<file path="config.mk">
export PLATFORM = sky130hd
export DESIGN_NAME = clipped_sprite_blit_rows_unit
export DESIGN_NICKNAME = d
export VERILOG_FILES = /design/src/hdl/csbr_pkg.sv /design/src/hdl/csbr_ctrl.sv /design/src/hdl/csbr_dp.sv /design/src/hdl/clipped_sprite_blit_rows_unit.sv
export SDC_FILE = /design/constraint.sdc
export NUM_CORES = 1
export LEC_CHECK = 0
export ABC_AREA = 1
export BUFFER_PORTS_ARGS = -buffer_cell sky130_fd_sc_hd__buf_2
export CORE_MARGIN = 2
export CORE_UTILIZATION = 45
export DETAILED_ROUTE_END_ITERATION = 10
export PLACE_DENSITY = 0.73
export SLEW_MARGIN = 25
export SYNTH_ARGS = -nofsm -noshare
export SYNTH_HDL_FRONTEND = slang
export SYNTH_SLANG_ARGS = --single-unit
</file>
<file path="constraint.sdc">
create_clock -name clk -period 4.77 [get_ports clk]
set_input_delay 0.477 -clock clk [delete_from_list [all_inputs] [get_ports clk]]
set_output_delay 0.477 -clock clk [all_outputs]
set_load 0.05 [all_outputs]
</file>
<file path="src/hdl/csbr_pkg.sv">
// Shared types and constants for the clipped sprite row blitter.
// Used by csbr_ctrl, csbr_dp and clipped_sprite_blit_rows_unit.
package csbr_pkg;

  localparam int CSBR_MAX_SPRITE = 64;

  localparam int IN_TDATA_W  = 80;   // 78 bits of fields, padded to bytes
  localparam int OUT_TDATA_W = 72;
  localparam int CFG_ADDR_W  = 2;
  localparam int CFG_DATA_W  = 32;

  // register indexes on the config port
  localparam logic [CFG_ADDR_W-1:0] REG_FB_BASE   = 2'd0;
  localparam logic [CFG_ADDR_W-1:0] REG_FB_WIDTH  = 2'd1;
  localparam logic [CFG_ADDR_W-1:0] REG_FB_HEIGHT = 2'd2;

  localparam logic [31:0] FB_BASE_RST   = 32'd0;
  localparam logic [10:0] FB_WIDTH_RST  = 11'd400;
  localparam logic [10:0] FB_HEIGHT_RST = 11'd240;

  typedef enum logic [2:0] {
    ST_IDLE,
    ST_CLIP,
    ST_MUL,
    ST_BASE,
    ST_ROWS
  } csbr_state_t;

  // controller -> datapath
  typedef struct packed {
    logic load;   // capture the input item
    logic clip;   // register clip window
    logic mul;    // register start pixel offsets
    logic base;   // register start byte addresses and steps
    logic emit;   // move one row command into the output register
  } csbr_cmd_t;

  // datapath -> controller
  typedef struct packed {
    logic empty;     // item yields no row
    logic last;      // the row about to be emitted is the final one
    logic out_free;  // output register can take a row this cycle
  } csbr_sts_t;

endpackage

</file>
<file path="src/hdl/csbr_ctrl.sv">
// Sequencer for the sprite row blitter: setup steps, then one row per cycle while the output is free.
// Depends on csbr_pkg.
module csbr_ctrl
  import csbr_pkg::*;
(
  input  logic        clk,
  input  logic        rst_n,
  input  logic        in_valid,
  output logic        in_ready,
  input  csbr_sts_t   sts,
  output csbr_cmd_t   cmd,
  output csbr_state_t state
);

  csbr_state_t state_r, state_nxt;

  assign state = state_r;

  always_ff @(posedge clk) begin
    if (!rst_n) begin
      state_r <= ST_IDLE;
    end else begin
      state_r <= state_nxt;
    end
  end

  always_comb begin
    state_nxt = state_r;
    unique case (state_r)
      ST_IDLE: begin
        if (in_valid) state_nxt = ST_CLIP;
      end
      ST_CLIP: begin
        state_nxt = sts.empty ? ST_IDLE : ST_MUL;
      end
      ST_MUL:  state_nxt = ST_BASE;
      ST_BASE: state_nxt = ST_ROWS;
      ST_ROWS: begin
        if (sts.out_free && sts.last) state_nxt = ST_IDLE;
      end
      default: state_nxt = ST_IDLE;
    endcase
  end

  always_comb begin
    cmd      = '0;
    in_ready = 1'b0;
    unique case (state_r)
      ST_IDLE: begin
        in_ready = 1'b1;
        cmd.load = in_valid;
      end
      ST_CLIP: cmd.clip = 1'b1;
      ST_MUL:  cmd.mul  = 1'b1;
      ST_BASE: cmd.base = 1'b1;
      ST_ROWS: cmd.emit = sts.out_free;
      default: cmd = '0;
    endcase
  end

endmodule

</file>
<file path="src/hdl/csbr_dp.sv">
// Datapath of the sprite row blitter: config registers, clipping,
// start address setup, row address stepping and the output register.
// Depends on csbr_pkg.
module csbr_dp
  import csbr_pkg::*;
#(
  parameter int MAX_SPRITE_SIZE = CSBR_MAX_SPRITE
) (
  input  logic                   clk,
  input  logic                   rst_n,
  input  logic                   cfg_we,
  input  logic [CFG_ADDR_W-1:0]  cfg_addr,
  input  logic [CFG_DATA_W-1:0]  cfg_wdata,
  input  logic [IN_TDATA_W-1:0]  in_tdata,
  input  csbr_cmd_t              cmd,
  output csbr_sts_t              sts,
  output logic                   out_tvalid,
  input  logic                   out_tready,
  output logic [OUT_TDATA_W-1:0] out_tdata,
  output logic                   out_tlast
);

  localparam logic [6:0] MAX_SZ = 7'(MAX_SPRITE_SIZE);

  // config
  logic [31:0] fb_base_r;
  logic [10:0] fb_width_r, fb_height_r;

  // captured item
  logic [31:0]        sbase_r;
  logic signed [15:0] px_r, py_r;
  logic [6:0]         sw_r, sh_r;

  // clip results
  logic [10:0] col_r, row_r;
  logic [6:0]  xoff_r, yoff_r, wvis_r, rows_left_r;

  logic [22:0] dpix_r;
  logic [13:0] spix_r;

  logic [31:0] dest_r, src_r;
  logic [12:0] dstep_r;
  logic [7:0]  sstep_r, bcnt_r;

  logic        oval_r, olast_r;
  logic [31:0] odest_r, osrc_r;
  logic [7:0]  obcnt_r;

  logic [6:0] sw_in, sh_in;

  logic signed [17:0] px_x, py_x, xend, yend, fw_x, fh_x;
  logic signed [17:0] col0, row0, colend, rowend, wv, hv;
  logic               off_scr;

  assign sw_in = (in_tdata[70:64] > MAX_SZ) ? MAX_SZ : in_tdata[70:64];
  assign sh_in = (in_tdata[77:71] > MAX_SZ) ? MAX_SZ : in_tdata[77:71];

  always_comb begin
    px_x   = {{2{px_r[15]}}, px_r};
    py_x   = {{2{py_r[15]}}, py_r};
    fw_x   = {7'd0, fb_width_r};
    fh_x   = {7'd0, fb_height_r};
    xend   = px_x + {11'd0, sw_r};
    yend   = py_x + {11'd0, sh_r};
    off_scr = (xend < 0) || (px_x >= fw_x) || (yend < 0) || (py_x >= fh_x);
    col0   = (px_x < 0) ? 18'sd0 : px_x;
    row0   = (py_x < 0) ? 18'sd0 : py_x;
    colend = (xend >= fw_x) ? fw_x : xend;
    rowend = (yend >= fh_x) ? fh_x : yend;
    wv     = colend - col0;
    hv     = rowend - row0;
  end

  assign sts.empty    = (sbase_r == 32'd0) || off_scr || (wv <= 0) || (hv <= 0);
  assign sts.last     = (rows_left_r == 7'd1);
  assign sts.out_free = !oval_r || out_tready;

  always_ff @(posedge clk) begin
    if (!rst_n) begin
      fb_base_r   <= FB_BASE_RST;
      fb_width_r  <= FB_WIDTH_RST;
      fb_height_r <= FB_HEIGHT_RST;
    end else if (cfg_we) begin
      unique case (cfg_addr)
        REG_FB_BASE:   fb_base_r   <= cfg_wdata;
        REG_FB_WIDTH:  fb_width_r  <= cfg_wdata[10:0];
        REG_FB_HEIGHT: fb_height_r <= cfg_wdata[10:0];
        default: ;
      endcase
    end
  end

  always_ff @(posedge clk) begin
    if (cmd.load) begin
      sbase_r <= in_tdata[31:0];
      px_r    <= in_tdata[47:32];
      py_r    <= in_tdata[63:48];
      sw_r    <= sw_in;
      sh_r    <= sh_in;
    end
    // truncations below are exact whenever the item is not empty
    if (cmd.clip) begin
      col_r  <= col0[10:0];
      row_r  <= row0[10:0];
      xoff_r <= (px_x < 0) ? 7'(-px_x) : 7'd0;
      yoff_r <= (py_x < 0) ? 7'(-py_x) : 7'd0;
      wvis_r <= wv[6:0];
    end
    if (cmd.mul) begin
      dpix_r <= 23'(row_r * fb_width_r) + {12'd0, col_r};
      spix_r <= 14'(yoff_r * sw_r) + {7'd0, xoff_r};
    end
    if (cmd.base) begin
      dest_r  <= fb_base_r + {8'd0, dpix_r, 1'b0} + {9'd0, dpix_r};
      src_r   <= sbase_r + {17'd0, spix_r, 1'b0} + {18'd0, spix_r};
      dstep_r <= {1'b0, fb_width_r, 1'b0} + {2'd0, fb_width_r};
      sstep_r <= 8'({sw_r, 1'b0}) + {1'b0, sw_r};
      bcnt_r  <= 8'({wvis_r, 1'b0}) + {1'b0, wvis_r};
    end
    if (cmd.emit) begin
      dest_r  <= dest_r + {19'd0, dstep_r};
      src_r   <= src_r + {24'd0, sstep_r};
      odest_r <= dest_r;
      osrc_r  <= src_r;
      obcnt_r <= bcnt_r;
      olast_r <= sts.last;
    end
  end

  always_ff @(posedge clk) begin
    if (!rst_n) begin
      rows_left_r <= '0;
      oval_r      <= 1'b0;
    end else begin
      if (cmd.clip) begin
        rows_left_r <= hv[6:0];
      end else if (cmd.emit) begin
        rows_left_r <= rows_left_r - 7'd1;
      end
      if (cmd.emit) begin
        oval_r <= 1'b1;
      end else if (out_tready) begin
        oval_r <= 1'b0;
      end
    end
  end

  assign out_tvalid = oval_r;
  assign out_tdata  = {obcnt_r, osrc_r, odest_r};
  assign out_tlast  = olast_r;

endmodule

</file>
<file path="src/hdl/clipped_sprite_blit_rows_unit.sv">
// Clipped sprite row blitter, top level: ties the sequencer to the datapath.
// Depends on csbr_pkg, csbr_ctrl and csbr_dp.
//
// Usage: each in_ item places one RGB888 sprite (base address, signed x/y,
// width, height). The sprite is clipped against the framebuffer set through
// the cfg_ port (fb_base, fb_width, fb_height; write only while idle). For
// every visible row, top to bottom, one out_ item carries the framebuffer
// byte address, the sprite byte address and the byte count (3 per pixel);
// out_tlast marks the final row. A null base, an off-screen sprite or an
// empty clip produces no out_ item.
// Sequence: an item is taken while idle, then clip, multiply and address
// setup run as separate steps (an item with no rows frees the block after
// the clip step). Rows then leave one per cycle through the output register
// while the receiver keeps up. Throughput is set by the single row-stepping
// adder pair. in_tready is high only between items.
// A stalled receiver holds the output register and freezes row stepping.
// Reset (rst_n low, synchronous) clears the sequencer and output valid and
// loads fb_base 0, fb_width 400, fb_height 240.
module clipped_sprite_blit_rows_unit
  import csbr_pkg::*;
#(
  parameter int MAX_SPRITE_SIZE = CSBR_MAX_SPRITE
) (
  input  logic                   clk,
  input  logic                   rst_n,
  input  logic                   cfg_we,
  input  logic [CFG_ADDR_W-1:0]  cfg_addr,
  input  logic [CFG_DATA_W-1:0]  cfg_wdata,
  input  logic                   in_tvalid,
  output logic                   in_tready,
  // sprite_base[31:0], pos_x[47:32], pos_y[63:48], sprite_w[70:64],
  // sprite_h[77:71], zero pad[79:78]
  input  logic [IN_TDATA_W-1:0]  in_tdata,
  output logic                   out_tvalid,
  input  logic                   out_tready,
  // dest_addr[31:0], src_addr[63:32], byte_count[71:64]
  output logic [OUT_TDATA_W-1:0] out_tdata,
  output logic                   out_tlast
);

  csbr_cmd_t   cmd;
  csbr_sts_t   sts;
  csbr_state_t state;

  csbr_ctrl u_ctrl (
    .clk      (clk),
    .rst_n    (rst_n),
    .in_valid (in_tvalid),
    .in_ready (in_tready),
    .sts      (sts),
    .cmd      (cmd),
    .state    (state)
  );

  csbr_dp #(
    .MAX_SPRITE_SIZE (MAX_SPRITE_SIZE)
  ) u_dp (
    .clk        (clk),
    .rst_n      (rst_n),
    .cfg_we     (cfg_we),
    .cfg_addr   (cfg_addr),
    .cfg_wdata  (cfg_wdata),
    .in_tdata   (in_tdata),
    .cmd        (cmd),
    .sts        (sts),
    .out_tvalid (out_tvalid),
    .out_tready (out_tready),
    .out_tdata  (out_tdata),
    .out_tlast  (out_tlast)
  );

  // an accepted item keeps the block busy at least through the clip step
  a_busy_after_accept: assert property (@(posedge clk) disable iff (!rst_n)
    in_tvalid && in_tready |=> !in_tready)
    else $error("input taken again right after an item");

  // emitting the final row returns the sequencer to idle
  a_idle_after_last: assert property (@(posedge clk) disable iff (!rst_n)
    cmd.emit && sts.last |=> in_tready)
    else $error("block not idle after final row");

  // a non-final row leaving means more rows are still pending
  a_rows_pending: assert property (@(posedge clk) disable iff (!rst_n)
    out_tvalid && out_tready && !out_tlast |-> state == ST_ROWS)
    else $error("non-final row taken with no rows pending");

  // every row command copies at least one pixel
  a_nonzero_count: assert property (@(posedge clk) disable iff (!rst_n)
    out_tvalid |-> out_tdata[71:64] != 8'd0)
    else $error("row command with zero byte count");

endmodule
</file>
Yosys cells after proc, flatten, opt, wreduce, memory -nomap -nowiden
Cells that the tools add are included.

Register bits: 389. Bits of input ports: 119. Output and inout bits: 75. Logic and storage cells: 109.

$add $sub $neg: 18. $mul: 2. Magnitude comparators: 12. Equality and inequality tests: 9. Mux-type cells: 22. Reduce and logical (&&, ||, !) cells: 19.

Operators with widths (count): 32-bit two-way mux (4); 18-bit two-way mux (4); 18-bit by 1-bit <= comparator with 1-bit output (second input constant) (2); 18-bit subtractor (2); 16-bit by 8-bit adder with 17-bit output (2); 17-bit by 12-bit greater-or-equal comparator with 1-bit output (2); 17-bit by 1-bit less-than comparator with 1-bit output (second input constant) (2); 32-bit by 13-bit adder with 32-bit output (1); 32-bit by 14-bit adder with 32-bit output (1); 32-bit by 15-bit adder with 32-bit output (1); 32-bit by 23-bit adder with 32-bit output (1); 32-bit by 24-bit adder with 32-bit output (1); 32-bit by 8-bit adder with 32-bit output (1); 16-bit by 12-bit greater-or-equal comparator with 1-bit output (2); 32-bit logical NOT (1); 16-bit by 1-bit less-than comparator with 1-bit output (second input constant) (2); 22-bit by 11-bit adder with 23-bit output (1); 11-bit by 11-bit multiplier with 22-bit output (1); 8-bit by 7-bit adder with 8-bit output (2); 3-bit one-hot mux with 5 select lines (1); 14-bit by 7-bit adder with 14-bit output (1); 7-bit > comparator (second input constant) (2); 7-bit by 7-bit multiplier with 14-bit output (1); 7-bit two-way mux (2); other kinds (21) (42).

Logic depth before layout (Yosys ltp)
Depth in word-level cells: 10. Gate-level depth with buffers: 36. Mapped depth without buffers: 36.

Hierarchy
Synthesis repeated with hierarchy kept, for this count alone.

Cells, all modules: 3437. Area, all modules: 29859.9 um^2.

Modules (own cells, without submodules): csbr_dp (instances 1, cells an instance 3409, area each 29686.0 um^2, sequential area each 10970.5 um^2); csbr_ctrl (instances 1, cells an instance 28, area each 173.9 um^2, sequential area each 60.1 um^2).

Least setup slack after synthesis
Ideal clock, no wire load.

Kind: register to register. Start point: reg u_dp.fb_width_r[10]. End point: reg u_dp.dpix_r[18], data pin. Setup time: 0.259 ns. Arrival: 4.912 ns. Required time: 4.511 ns. Path slack: -0.401 ns. Stages on the path, launching flop included: 23. Buffers on the path: 1. Period minus slack after synthesis: 5.171 ns. Cell sequence: dfxtp_1 -> clkbuf_1 -> nand2_1 -> fa_1 -> fa_1 -> inv_1 -> fa_1 -> inv_1 -> fa_1 -> inv_1 -> fa_1 -> ha_1 -> nand2_1 -> nor2_1 -> o21ai_0 -> o211ai_1 -> a31oi_1 -> o21ai_0 -> nand3_1 -> nand2_1 -> nand2_1 -> nand2_1 -> xor2_1.

Cells in the longest elaborated chain, start to end: 2.

RTL lines: from (decl) (RTL line csbr_dp.sv:27) `logic [10:0] fb_width_r, fb_height_r;`; from (signal assigned) (RTL line csbr_dp.sv:86) `REG_FB_WIDTH: fb_width_r <= cfg_wdata[10:0];`; 11-bit by 11-bit multiplier with 22-bit output (RTL line csbr_dp.sv:110) `dpix_r <= 23'(row_r * fb_width_r) + {12'd0, col_r};`; 22-bit by 11-bit adder with 23-bit output (RTL line csbr_dp.sv:110); to (signal assigned) (RTL line csbr_dp.sv:110); to (decl) (RTL line csbr_dp.sv:38) `logic [22:0] dpix_r;`.

No other way between the ends. A chain may end at the register's enable or synchronous reset.

Worst setup path after layout
Start point: reg u_dp.py_r[0]. End point: reg u_ctrl.state_r[1] (netlist: u_ctrl.state[1]).

Cells in the longest elaborated chain, start to end: 9. Elaborated cells on any way between the ends: 16. Those cells by class: add/sub: 2; order compare: 5; mux: 4; reduce/logical: 5.

RTL lines: from (decl) (RTL line csbr_dp.sv:31) `logic signed [15:0] px_r, py_r;`; from (signal assigned) (RTL line csbr_dp.sv:97) `py_r <= in_tdata[63:48];`; branches (longest 6 deep; another with 18-bit subtractor); 1-bit logical OR * (RTL line csbr_dp.sv:74) `assign sts.empty = (sbase_r == 32'd0) || off_scr || (wv <= 0) || (hv <= 0);`; 2-bit two-way mux * (RTL line csbr_ctrl.sv:34) `state_nxt = sts.empty ? ST_IDLE : ST_MUL;`; 3-bit one-hot mux with 5 select lines * (RTL line csbr_ctrl.sv:29) `unique case (state_r)`; to (signal assigned) (RTL line csbr_ctrl.sv:23) `state_r <= state_nxt;`; to (decl) (RTL line csbr_ctrl.sv:15) `csbr_state_t state_r, state_nxt;`.

Mark *: on every way between the ends.

==> impl_metrics.tcl <==
set metrics [dict create \
    cts_max_path_buffers 3 \
    cpMostUsedCell "nor2_1" \
    end_kind "register" \
    leakagePower_nw 16.8 \
    viasPerCell 5.15 \
    gr-total-overflow 0 \
    drt-total-wl_um 75100 \
    rsz0062_at_grt "true" \
    synth-simple-area-share_pct 17.5 \
    fp-row-count 94 \
    wl_per_cell_um 16.0 \
    critical_path.endpoint "u_ctrl.state[1]" \
    synth_nets 3927 \
    insertedDiodeCount 0 \
    final_layout_size_suffix_gt1_share_pct 19.0 \
    yosysWarnings 0 \
    violations "setup timing" \
    critPathSlowestCell "fa_2" \
    status "finished with violations" \
    start_util_pct 45.2 \
    final.setup.tns_ps -946 \
    timing.rr.end "u_ctrl.state[1]" \
    place_congestion 0.946 \
    synth_top_area_share_pct 32.9 \
    synth_seq_area_share_pct 37.2 \
    yosysUniqueCellTypes 56 \
    final_common_cell "nand2_1" \
    grt_max_degree 130 \
    synthTopCellsByArea "edfxtp_1, ha_1, fa_1" \
    power.density_nw_per_um2 340 \
    dr.pass1.iters 8 \
    root_buffer "clkbuf_16" \
    clock_latency_ps 590 \
    syn-instance-count 3362 \
    drt_iter0_markers 1527 \
    grt_pass1_wl_um 119000 \
    crit_fanout 5 \
    hpwl_um 58400 \
    layout.nets 4371 \
    dieArea_um2 67900 \
    die_h_um 261 \
    first_global_vias 23684 \
    cts_tree "done" \
    num_io_pins 194 \
    htreeDepth 2 \
    critPathRequiredTime_ps 5210 \
    tightest_slew_ps 1000 \
    drc 0 \
    path_clk_slew_ps 60 \
    synth_top_family_by_area "adder cells" \
    period_share_pct 106 \
    antenna_found_initial 0 \
    critical_path_class "register to register" \
    ant_nets 0 \
    most-common-layout-cells "nand2_1, inv_1, edfxtp_1, nor2_1, ha_1" \
    setup_ws_ps -307 \
    maxCapViolations 0 \
    avgSynthCellArea_um2 8.81 \
    clock-sinks 389 \
    min_period_ps 5080 \
    max-slew-margin-rel_pct 33.0 \
    ff2ff_path_depth 33 \
    core_um2 65500 \
    syn_area_um2 29600 \
    critPathLaunch "u_dp.py_r[0]" \
    synth_compound_area_share_pct 9.97 \
    num_vias 24237 \
    worstSetupStartpointType "register" \
    cts-buffers-inserted 44 \
    skew_ps 30.1 \
    hp-class "primary input to register" \
    syn_to_final_growth_pct 20.3 \
    hold_viol_final 0 \
    arrival_ps 5520 \
    setup_viol 5 \
    reg2reg_slack_ps -310 \
    muxShareOfSynthArea_pct 0 \
    ys_ff_latch 389 \
    synth.largest_area_cell "edfxtp_1" \
    final_util_pct 54.4 \
    ir_drop_mv 0.265 \
    r2r_start "u_dp.py_r[0]" \
    grt_usage_pct 21.9 \
    die_width_um 261 \
    synth_xor_area_share_pct 3.87 \
    clock.fmax_mhz 197 \
    synth_fa_ha_area_share_pct 23.1 \
    finalMaxSlewViolations 0 \
    critPathMaxStageDelay_ps 540 \
    port_buffers 191 \
]
==> layout make-up <==
| type | instances | area [µm²] |
|---|---|---|
| Inverter | 578 | 2180 |
| Tap cell | 864 | 1080 |
| Sequential cell | 389 | 11000 |
| Multi-Input combinational cell | 2333 | 16700 |
| Timing Repair Buffer | 460 | 3090 |
| Clock inverter | 27 | 353 |
| Fill cell | 5767 | 29900 |
| Clock buffer | 53 | 1160 |
==> stage by stage <==
step	cells	setup WS, ps	power [mW]	cell area (µm²)	hold WS (ps)
after global routing	4704	-626	12.8	35600	38.6
after floorplan	3362	1.56	6.48	29800	400
after global placement	4589	-215	7.73	33300	404
after CTS	4687	-143	11.6	35100	30.2
after detailed placement	4590	-271	7.80	33300	405
final	4704	-307	12.1	35600	60.1
==> registers in the layout, summed over array words and instances, names as in the netlist, 23 cells and up <==
signal and cells:
u_dp.dest_r 32, u_dp.dpix_r 23, u_dp.fb_base_r 32, u_dp.odest_r 32, u_dp.osrc_r 32, u_dp.sbase_r 32, u_dp.src_r 32
==> critical path, delay by kind of cell (launching register included) <==
| family | cells | cell delay (ps) |
|---|---|---|
| and+or+nand+nor | 20 | 1950 |
| adders and majority gates | 5 | 1630 |
| buffers and inverters | 3 | 370 |
| AOI/OAI and AO/OA | 4 | 420 |
| DFF | 1 | 370 |
| xor gates and xnor gates | 1 | 190 |
==> how the worst min path moves through the flow <==
stage	start	endpoint	slack, ps	cells after the start
6_report	in_tdata[30]	u_dp.sbase_r[30]	60	1
5_1_grt	in_tdata[30]	u_dp.sbase_r[30]	40	1
3_5_place_dp	u_dp.bcnt_r[6]	u_dp.obcnt_r[6]	400	0
2_1_floorplan	u_dp.bcnt_r[0]	u_dp.obcnt_r[0]	400	0
4_1_cts	in_tdata[30]	u_dp.sbase_r[30]	30	1
3_3_place_gp	u_dp.bcnt_r[6]	u_dp.obcnt_r[6]	400	0
==> logic make-up after synthesis <==
kind of cell	Yosys count
XOR/XNOR	131
adder cells (fa/ha/maj)	446
AND/OR/NAND/NOR	1230
AO/OA/AOI/OAI	525
flip-flops	389
buffers and inverters	641
==> power by group <==
part,internal (mW),switching [mW]
Combinational,2.19,2.38
Clock,2.13,1.43
Sequential,3.90,0.0855
Total,8.22,3.90
==> layer usage <==
layer / wire length (µm) / GRT usage, % / vias up / part of all wire, %
met5: 0 / 0 / - / 0
met3: 4390 / 3.28 / 127 / 5.8
met4: 1790 / 5.60 / 0 / 2.4
met1: 33400 / 28.8 / 11456 / 44
li1: - / - / 11972 / -
met2: 35600 / 37.8 / 682 / 47
==> synthesized netlist by cell type, drive strengths merged <==
master	instances
nand2	694
inv	573
edfxtp	324
nor2	280
ha	277
o21ai	219
a21oi	216
fa	169
nand3	124
xor2	83
dfxtp	65
clkbuf	55
nor3	53
nand4	51
xnor2	48
a31oi	17
o211ai	16
nor4	13
a21o	12
o21bai	10
buf	8
or2	7
o31ai	6
clkinv	5
nand3b	5
o21a	5
o22ai	5
a21boi	4
a211oi	3
a31o	3
o2111ai	3
and3	2
o221ai	2
a2111oi	1
a221o	1
a311oi	1
and2	1
o211a	1
==> what timing repair did <==
action,CTS,global route
endpoints found under the setup margin,9,16
pin swaps,34,81
hold buffers,0,0
cloned,1,0
buffers inserted,17,20
resized for setup,40,97
Note: power is estimated with default switching activity, not from simulation.
